**src/rtl/core/cfe_pkg.sv**
```systemverilog
// Shared types, codes and microcode table for the command frame encoder.
package cfe_pkg;

  localparam int unsigned PC_W = 5;
  typedef logic [PC_W-1:0] pc_t;

  localparam logic [2:0] CMD_VEL   = 3'd0;
  localparam logic [2:0] CMD_HAND  = 3'd1;
  localparam logic [2:0] CMD_ARM   = 3'd2;
  localparam logic [2:0] CMD_IK    = 3'd3;
  localparam logic [2:0] CMD_BEEP  = 3'd4;
  localparam logic [2:0] CMD_RESET = 3'd5;

  localparam logic [1:0] CFG_LIM_X = 2'd0;
  localparam logic [1:0] CFG_LIM_Y = 2'd1;
  localparam logic [1:0] CFG_LIM_W = 2'd2;

  localparam logic [14:0] LIM_X_RST = 15'd1500;
  localparam logic [14:0] LIM_Y_RST = 15'd1200;
  localparam logic [14:0] LIM_W_RST = 15'd6280;

  localparam logic [7:0] HDR0          = 8'hAA;
  localparam logic [7:0] HDR1          = 8'h55;
  localparam logic [7:0] ID_VEL        = 8'h50;
  localparam logic [7:0] ID_HAND       = 8'h60;
  localparam logic [7:0] ID_ARM        = 8'h70;
  localparam logic [7:0] ID_IK         = 8'h90;
  localparam logic [7:0] ID_BEEP       = 8'h66;
  localparam logic [7:0] ID_RESET      = 8'h6F;
  localparam logic [7:0] RESET_PAYLOAD = 8'd100;

  // byte source of a control word
  localparam logic [2:0] SRC_HDR0 = 3'd0;
  localparam logic [2:0] SRC_HDR1 = 3'd1;
  localparam logic [2:0] SRC_LEN  = 3'd2;
  localparam logic [2:0] SRC_ID   = 3'd3;
  localparam logic [2:0] SRC_WHI  = 3'd4;
  localparam logic [2:0] SRC_WLO  = 3'd5;
  localparam logic [2:0] SRC_RST  = 3'd6;
  localparam logic [2:0] SRC_SUM  = 3'd7;

  // sequencing of a control word
  localparam logic [1:0] MODE_SEQ      = 2'd0;
  localparam logic [1:0] MODE_DISPATCH = 2'd1;
  localparam logic [1:0] MODE_BRANCH   = 2'd2;
  localparam logic [1:0] MODE_JUMP     = 2'd3;

  localparam pc_t PC_START = 5'd0;
  localparam pc_t PC_WORDS = 5'd4;
  localparam pc_t PC_RST   = 5'd18;
  localparam pc_t PC_SUM   = 5'd19;

  typedef struct packed {
    logic [2:0] src;
    logic [2:0] widx;
    logic [1:0] mode;
    logic [2:0] cond;
    pc_t        target;
  } uop_t;

  typedef struct packed {
    logic [7:0] len;
    logic [7:0] id;
    logic [2:0] nwords;
    pc_t        entry;
  } cmd_info_t;

  function automatic cmd_info_t cmd_info(input logic [2:0] cmd);
    cmd_info_t r;
    unique case (cmd)
      CMD_VEL:   r = '{8'd11, ID_VEL,   3'd3, PC_WORDS};
      CMD_HAND:  r = '{8'd7,  ID_HAND,  3'd1, PC_WORDS};
      CMD_ARM:   r = '{8'd15, ID_ARM,   3'd5, PC_WORDS};
      CMD_IK:    r = '{8'd19, ID_IK,    3'd7, PC_WORDS};
      CMD_BEEP:  r = '{8'd11, ID_BEEP,  3'd3, PC_WORDS};
      CMD_RESET: r = '{8'd6,  ID_RESET, 3'd0, PC_RST};
      default:   r = '{8'd0,  8'd0,     3'd0, PC_START};
    endcase
    return r;
  endfunction

  function automatic uop_t ucode(input pc_t pc);
    uop_t u;
    unique case (pc)
      5'd0:    u = '{SRC_HDR0, 3'd0, MODE_SEQ,      3'd0, PC_START};
      5'd1:    u = '{SRC_HDR1, 3'd0, MODE_SEQ,      3'd0, PC_START};
      5'd2:    u = '{SRC_LEN,  3'd0, MODE_SEQ,      3'd0, PC_START};
      5'd3:    u = '{SRC_ID,   3'd0, MODE_DISPATCH, 3'd0, PC_START};
      5'd4:    u = '{SRC_WHI,  3'd0, MODE_SEQ,      3'd0, PC_START};
      5'd5:    u = '{SRC_WLO,  3'd0, MODE_BRANCH,   3'd1, PC_SUM};
      5'd6:    u = '{SRC_WHI,  3'd1, MODE_SEQ,      3'd0, PC_START};
      5'd7:    u = '{SRC_WLO,  3'd1, MODE_SEQ,      3'd0, PC_START};
      5'd8:    u = '{SRC_WHI,  3'd2, MODE_SEQ,      3'd0, PC_START};
      5'd9:    u = '{SRC_WLO,  3'd2, MODE_BRANCH,   3'd3, PC_SUM};
      5'd10:   u = '{SRC_WHI,  3'd3, MODE_SEQ,      3'd0, PC_START};
      5'd11:   u = '{SRC_WLO,  3'd3, MODE_SEQ,      3'd0, PC_START};
      5'd12:   u = '{SRC_WHI,  3'd4, MODE_SEQ,      3'd0, PC_START};
      5'd13:   u = '{SRC_WLO,  3'd4, MODE_BRANCH,   3'd5, PC_SUM};
      5'd14:   u = '{SRC_WHI,  3'd5, MODE_SEQ,      3'd0, PC_START};
      5'd15:   u = '{SRC_WLO,  3'd5, MODE_SEQ,      3'd0, PC_START};
      5'd16:   u = '{SRC_WHI,  3'd6, MODE_SEQ,      3'd0, PC_START};
      5'd17:   u = '{SRC_WLO,  3'd6, MODE_JUMP,     3'd0, PC_SUM};
      5'd18:   u = '{SRC_RST,  3'd0, MODE_SEQ,      3'd0, PC_START};
      default: u = '{SRC_SUM,  3'd0, MODE_SEQ,      3'd0, PC_START};
    endcase
    return u;
  endfunction

endpackage

```
**src/rtl/core/command_frame_encoder.sv**
```systemverilog
// Command frame encoder: input conversion, microcoded byte sequencer and output register.
// The command transfer sets busy_r; the first byte is then registered into out_byte_r.
// Throughput: one frame byte per cycle while out_ready stays high, set by the
// one-step-per-byte microcode sequencer (frames of 6 to 19 bytes, ik the longest).
// A new command transfers while the checksum byte of the previous frame still waits.
// Reset: synchronous active-low; clears sequencer and output valid, loads default limits.
module command_frame_encoder (
  input  logic               clk,
  input  logic               rst_n,
  input  logic               cfg_we,
  input  logic [1:0]         cfg_index,
  input  logic [14:0]        cfg_wdata,
  input  logic               in_valid,
  output logic               in_ready,
  input  logic [2:0]         in_cmd,
  input  logic signed [31:0] in_value_a,
  input  logic signed [31:0] in_value_b,
  input  logic signed [31:0] in_value_c,
  input  logic signed [31:0] in_value_d,
  input  logic signed [31:0] in_value_e,
  input  logic signed [31:0] in_value_f,
  input  logic signed [31:0] in_value_g,
  output logic               out_valid,
  input  logic               out_ready,
  output logic [7:0]         out_byte,
  output logic               out_last_byte
);

  function automatic logic [15:0] sat16(input logic signed [31:0] v);
    logic [15:0] r;
    if (v > 32'sd32767) begin
      r = 16'h7FFF;
    end else if (v < -32'sd32768) begin
      r = 16'h8000;
    end else begin
      r = v[15:0];
    end
    return r;
  endfunction

  function automatic logic [15:0] clamp_lim(input logic signed [31:0] v,
                                            input logic [14:0] lim);
    logic signed [31:0] lim_p;
    logic signed [31:0] lim_n;
    logic [15:0]        r;
    lim_p = $signed({17'd0, lim});
    lim_n = -lim_p;
    if (v > lim_p) begin
      r = {1'b0, lim};
    end else if (v < lim_n) begin
      r = lim_n[15:0];
    end else begin
      r = v[15:0];
    end
    return r;
  endfunction

  function automatic logic [15:0] satu16(input logic signed [31:0] v);
    logic [15:0] r;
    if (v[31]) begin
      r = 16'h0000;
    end else if (|v[30:16]) begin
      r = 16'hFFFF;
    end else begin
      r = v[15:0];
    end
    return r;
  endfunction

  logic [14:0]         lim_x_r, lim_y_r, lim_w_r;
  logic                busy_r;
  cfe_pkg::pc_t        pc_r, pc_nxt;
  logic [7:0]          sum_r;
  cfe_pkg::cmd_info_t  info_r;
  logic [15:0]         held_words_r [7];
  logic                out_valid_r;
  logic [7:0]          out_byte_r;
  logic                out_last_r;

  cfe_pkg::cmd_info_t  in_info;
  logic                in_fire;
  logic                cmd_ok;
  logic                step;
  cfe_pkg::uop_t       uop;
  logic [15:0]         word_sel;
  logic [7:0]          byte_nxt;
  logic                is_vel;

  assign in_ready = !busy_r;
  assign in_fire  = in_valid && in_ready;
  assign in_info  = cfe_pkg::cmd_info(in_cmd);
  assign cmd_ok   = (in_cmd <= cfe_pkg::CMD_RESET);
  assign is_vel   = (in_cmd == cfe_pkg::CMD_VEL);

  assign step     = busy_r && (!out_valid_r || out_ready);
  assign uop      = cfe_pkg::ucode(pc_r);
  assign word_sel = held_words_r[uop.widx];

  always_comb begin
    unique case (uop.src)
      cfe_pkg::SRC_HDR0: byte_nxt = cfe_pkg::HDR0;
      cfe_pkg::SRC_HDR1: byte_nxt = cfe_pkg::HDR1;
      cfe_pkg::SRC_LEN:  byte_nxt = info_r.len;
      cfe_pkg::SRC_ID:   byte_nxt = info_r.id;
      cfe_pkg::SRC_WHI:  byte_nxt = word_sel[15:8];
      cfe_pkg::SRC_WLO:  byte_nxt = word_sel[7:0];
      cfe_pkg::SRC_RST:  byte_nxt = cfe_pkg::RESET_PAYLOAD;
      default:           byte_nxt = sum_r;
    endcase
  end

  always_comb begin
    pc_nxt = pc_r + cfe_pkg::pc_t'(1);
    unique case (uop.mode)
      cfe_pkg::MODE_DISPATCH: pc_nxt = info_r.entry;
      cfe_pkg::MODE_BRANCH: begin
        if (info_r.nwords == uop.cond) begin
          pc_nxt = uop.target;
        end
      end
      cfe_pkg::MODE_JUMP:     pc_nxt = uop.target;
      default:                pc_nxt = pc_r + cfe_pkg::pc_t'(1);
    endcase
  end

  always_ff @(posedge clk) begin
    if (!rst_n) begin
      lim_x_r <= cfe_pkg::LIM_X_RST;
      lim_y_r <= cfe_pkg::LIM_Y_RST;
      lim_w_r <= cfe_pkg::LIM_W_RST;
    end else if (cfg_we) begin
      unique case (cfg_index)
        cfe_pkg::CFG_LIM_X: lim_x_r <= cfg_wdata;
        cfe_pkg::CFG_LIM_Y: lim_y_r <= cfg_wdata;
        cfe_pkg::CFG_LIM_W: lim_w_r <= cfg_wdata;
        default: ;
      endcase
    end
  end

  always_ff @(posedge clk) begin
    if (!rst_n) begin
      busy_r      <= 1'b0;
      pc_r        <= cfe_pkg::PC_START;
      sum_r       <= 8'd0;
      out_valid_r <= 1'b0;
    end else begin
      if (in_fire && cmd_ok) begin
        busy_r <= 1'b1;
        pc_r   <= cfe_pkg::PC_START;
        sum_r  <= 8'd0;
      end else if (step) begin
        pc_r  <= pc_nxt;
        sum_r <= sum_r + byte_nxt;
        if (uop.src == cfe_pkg::SRC_SUM) begin
          busy_r <= 1'b0;
        end
      end
      if (step) begin
        out_valid_r <= 1'b1;
      end else if (out_ready) begin
        out_valid_r <= 1'b0;
      end
    end
  end

  always_ff @(posedge clk) begin
    if (in_fire && cmd_ok) begin
      info_r          <= in_info;
      held_words_r[0] <= is_vel ? clamp_lim(in_value_a, lim_x_r) : sat16(in_value_a);
      held_words_r[1] <= is_vel ? clamp_lim(in_value_b, lim_y_r) : sat16(in_value_b);
      held_words_r[2] <= is_vel ? clamp_lim(in_value_c, lim_w_r) : sat16(in_value_c);
      held_words_r[3] <= sat16(in_value_d);
      held_words_r[4] <= sat16(in_value_e);
      held_words_r[5] <= sat16(in_value_f);
      held_words_r[6] <= satu16(in_value_g);
    end
    if (step) begin
      out_byte_r <= byte_nxt;
      out_last_r <= (uop.src == cfe_pkg::SRC_SUM);
    end
  end

  assign out_valid     = out_valid_r;
  assign out_byte      = out_byte_r;
  assign out_last_byte = out_last_r;

endmodule
```
**config.mk**
```make
export PLATFORM = sky130hd
export DESIGN_NAME = command_frame_encoder
export DESIGN_NICKNAME = d
export VERILOG_FILES = /design/src/rtl/core/cfe_pkg.sv /design/src/rtl/core/command_frame_encoder.sv
export SDC_FILE = /design/constraint.sdc
export NUM_CORES = 1
export LEC_CHECK = 0
export BUFFER_PORTS_ARGS = -buffer_cell sky130_fd_sc_hd__buf_2
export CORE_ASPECT_RATIO = 0.5
export CORE_MARGIN = 3
export CORE_UTILIZATION = 50
export CTS_BUF_LIST = sky130_fd_sc_hd__clkbuf_16
export DETAILED_ROUTE_END_ITERATION = 12
export PLACE_DENSITY = 0.84
export SETUP_SLACK_MARGIN = 0.2
export SLEW_MARGIN = 20
export SYNTH_ARGS = -nofsm -noshare
export SYNTH_HDL_FRONTEND = slang
export SYNTH_SLANG_ARGS = --single-unit
```
**constraint.sdc**
```tcl
create_clock -name clk -period 5.8 [get_ports clk]
set_input_delay 1.74 -clock clk [delete_from_list [all_inputs] [get_ports clk]]
set_output_delay 1.74 -clock clk [all_outputs]
set_load 0.05 [all_outputs]
```
==> metrics.txt <==
reg-to-reg setup timing slack slightly above 0.7 ns; largest cells by area after synthesis edfxtp_1 27%, ha_1 13%, dfxtp_1 9.5%; fmax slightly below 200 MHz; Post-DP Area about 0.017 mm2; Comb power frac 0.186; clk slew on worst S/H paths 0.07 ns; FILL cells about 2300; Seq pwr share 0.453; DR DRC count 0; # IOs 260; final instance area between 0.015 and 0.02 mm2; Yosys cell types 87; CTS Buf Count 20; P_sw 1.07 mW; Syn Area/Cell around 9.2 um2; cells along the critical path inv_1, ha_1, nand3_1, or4_1, or3_1, nor3_1, ha_1, inv_1, ha_1, a21oi_1, nand2_1, a221oi_1, a31oi_1, o21ai_1, o22ai_2, a221o_1; clock latency on the worst-skew pair 0.49 ns; # port buffers between 200 and 300; most frequent CP cell ha_1; vias in the first global route 12900; FF-to-FF Start lim_w_r[1]; post-CTS setup-driven buffer insertion count 0; net count after synthesis ~2000; Hold Path Class flip-flop to flip-flop; FF+latch count, synth 204; Post-DP HPWL roughly 35000 um; drt pass-1 iters 6; hold path start lim_x_r[9]; placed instance count between 2000 and 2500; EDFF count, synth between 100 and 150; Crit Path Category flip-flop to flip-flop; FP Rows 43; clock share of power 0.361; post-synthesis cell area about 0.015 mm2; Hold Violations, Final 0; total track usage 0.271; Hold WS ~0.47 ns; Clock Root Buffer clkbuf_16; CTS Sinks ~200; fin crit share 0.875; Largest stage delay, worst path between 0.7 and 0.8 ns; # H-tree levels 1; YS warnings 0; Post-CTS Hold Buffers 0; endpoints failing setup 0; die area between 0.03 and 0.04 mm2; Layout Nets between 2000 and 2500; Synth top area share 0.268; Slew Limit Fails 0; Power per Cell Area 220 mW/mm2; Overflow after GRT 0; worst clock skew between 0.01 and 0.015 ns; Setup crit start kind flip-flop; synthesis-to-finish area growth 15.9%; status finished, final reports clean; chip height between 100 and 150 um; number of max-cap violations 0; Peak VDD IR between 0.15 and 0.2 mV; crit path capture type flip-flop; slowest library cell on the worst path o21ai_1; largest net degree at the start of global routing 65; post-CTS sizing 0; largest area contributor in the netlist edfxtp_1; min Tclk post-route 5.07 ns; sequential fraction of the synthesis area 0.364; antenna-violating nets left 0; first-pass GRT wire length around 70000 um; Primary FF master, synth edfxtp_1; cells after synthesis 1616; hold depth 2; initial DRC count 1905; Rel. slew slack 0.306; internal power ~2.7 mW; Worst EP arrival between 5 and 6 ns; setup_tns 0 ns; CP Max Fanout 10; cell count of the worst reg-to-reg path 16; layout cells sized above 1 0.201; routed length per instance between 20 and 25 um; WP data required 6.05 ns; initial antenna violation count 4; Longest Clk Path Bufs 3; leak pwr roughly 7.1 nW; utilization after layout 0.605; worst r2r dst held_words_r[2][15]; GP Congestion approximately 0.94; switching share of power 0.283; core area about 0.029 mm2; RSZ-0062 raised after global routing false; vias per inst approximately 6.2; via count roughly 14000; Routed WL 45800 um; fin cells 2226; Hold EP lim_x_r[9]; Die W approximately 250 um; FFs w/ async S/R, synth 0; Initial Utilization 0.522; Tightest Pin Transition roughly 1.0 ns; CTS tree yes
==> layer usage <==
| metal | global-route usage | vias to the layer above | routed length (um) |
|---|---|---|---|
| met5 | 0 | - | 42 |
| met4 | 0.0725 | 6 | 1340 |
| met3 | 0.0509 | 124 | 4140 |
| met2 | 0.457 | 698 | 21600 |
| met1 | 0.362 | 6547 | 18700 |
| li1 | - | 6529 | - |
==> worst max path at each step <==
stage | end | slack, ns | startpoint | cells after the start
2_1_floorplan | held_words_r[0][0] | 0.74 | in_cmd[1] | 4
3_3_place_gp | held_words_r[2][15] | 1.03 | lim_w_r[0] | 16
3_5_place_dp | held_words_r[2][15] | 0.90 | lim_w_r[1] | 16
4_1_cts | held_words_r[2][15] | 0.83 | lim_w_r[1] | 16
5_1_grt | held_words_r[2][5] | 0.50 | lim_w_r[1] | 18
6_report | held_words_r[2][15] | 0.73 | lim_w_r[1] | 16
==> area by class of cell <==
class | instances | area [um2] | area share
flip-flops and latches | 204 | 5420 | 0.314
diodes | 1 | 2.50 | 0.000145
multi-input cells | 1235 | 8870 | 0.514
repair buffers | 278 | 1450 | 0.0841
inverters | 90 | 340 | 0.0197
clock inverters | 12 | 97.6 | 0.00566
well taps | 382 | 478 | 0.0277
clock buffers | 24 | 601 | 0.0348
==> power by group through the flow <==
stage                     sequential, mW  clock [mW]  combinational (mW)
after floorplan                     1.72           0               0.421
after global placement              1.74           0               0.663
after detailed placement            1.75           0               0.683
after CTS                           1.72        1.37               0.693
after global routing                1.72        1.43               0.774
final                               1.72        1.37               0.708
==> critical path, delay by kind of cell (launching register included) <==
family | cells | cell delay (ns)
fa+ha+maj | 3 | 0.75
flops | 1 | 0.37
compound gates | 6 | 2.10
buf+inv | 2 | 0.17
simple gates | 5 | 1.41
==> state kept, by name, summed over array words and instances (netlist names) <==
signal	flops
out_byte	8
lim_y_r	15
out_last_byte	1
held_words_r	112
info_r	12
pc_r	5
lim_x_r	15
uop	11
out_valid	1
busy_r	1
lim_w_r	15
sum_r	8
==> cell families (layout without fill, tap and decap cells) <==
| logic type | after synthesis | after routing | share of synthesized area |
|---|---|---|---|
| AOI/OAI and AO/OA | 432 | 432 | 0.199 |
| muxes | 65 | 65 | 0.0580 |
| adders and majority gates | 153 | 153 | 0.129 |
| and+or+nand+nor | 545 | 545 | 0.180 |
| buffers and inverters | 177 | 404 | 0.0465 |
| DFF | 204 | 204 | 0.364 |
| other | 0 | 1 | 0 |
| xor gates and xnor gates | 40 | 40 | 0.0235 |
==> layout by cell type, fill, tap and decap left out, types with 5 or more instances in the layout <==
| cell | n |
|---|---|
| xnor2_1 | 37 |
| clkinv_1 | 5 |
| o221ai_1 | 16 |
| buf_2 | 259 |
| a221o_1 | 5 |
| nor2b_1 | 12 |
| o21ai_0 | 51 |
| a21o_1 | 39 |
| o21a_1 | 39 |
| or2_2 | 5 |
| a31oi_1 | 6 |
| o22ai_1 | 14 |
| a21oi_1 | 104 |
| nor3_1 | 48 |
| nand2b_1 | 11 |
| mux2i_1 | 38 |
| inv_1 | 89 |
| nand2_1 | 182 |
| a21boi_0 | 32 |
| and2_1 | 9 |
| clkbuf_16 | 24 |
| a221oi_1 | 8 |
| edfxtp_1 | 133 |
| or3_1 | 13 |
| dfxtp_1 | 70 |
| nor2_1 | 112 |
| nor4_1 | 37 |
| o211ai_1 | 28 |
| o21bai_1 | 5 |
| and4_1 | 6 |
| nand3_1 | 27 |
| nand4_1 | 50 |
| a22oi_1 | 10 |
| a211oi_1 | 18 |
| ha_1 | 152 |
| buf_4 | 18 |
| o31ai_1 | 10 |
| mux2_2 | 11 |
| a2bb2oi_1 | 5 |
| mux4_2 | 16 |
==> synthesized netlist by cell type (38+ instances only) <==
library cell / count
a21o_1: 39
a21oi_1: 104
clkbuf_1: 69
dfxtp_1: 71
edfxtp_1: 133
ha_1: 152
inv_1: 89
mux2i_1: 38
nand2_1: 182
nand4_1: 50
nor2_1: 112
nor3_1: 49
o21a_1: 39
o21ai_0: 52
==> stage by stage <==
step | setup slack (ns) | power, mW
floorplan | 0.742 | 2.15
CTS | 0.828 | 3.78
global placement | 1.03 | 2.41
global route | 0.503 | 3.93
detailed placement | 0.899 | 2.43
finish | 0.728 | 3.80
Note: power is estimated with default switching activity, not from simulation.
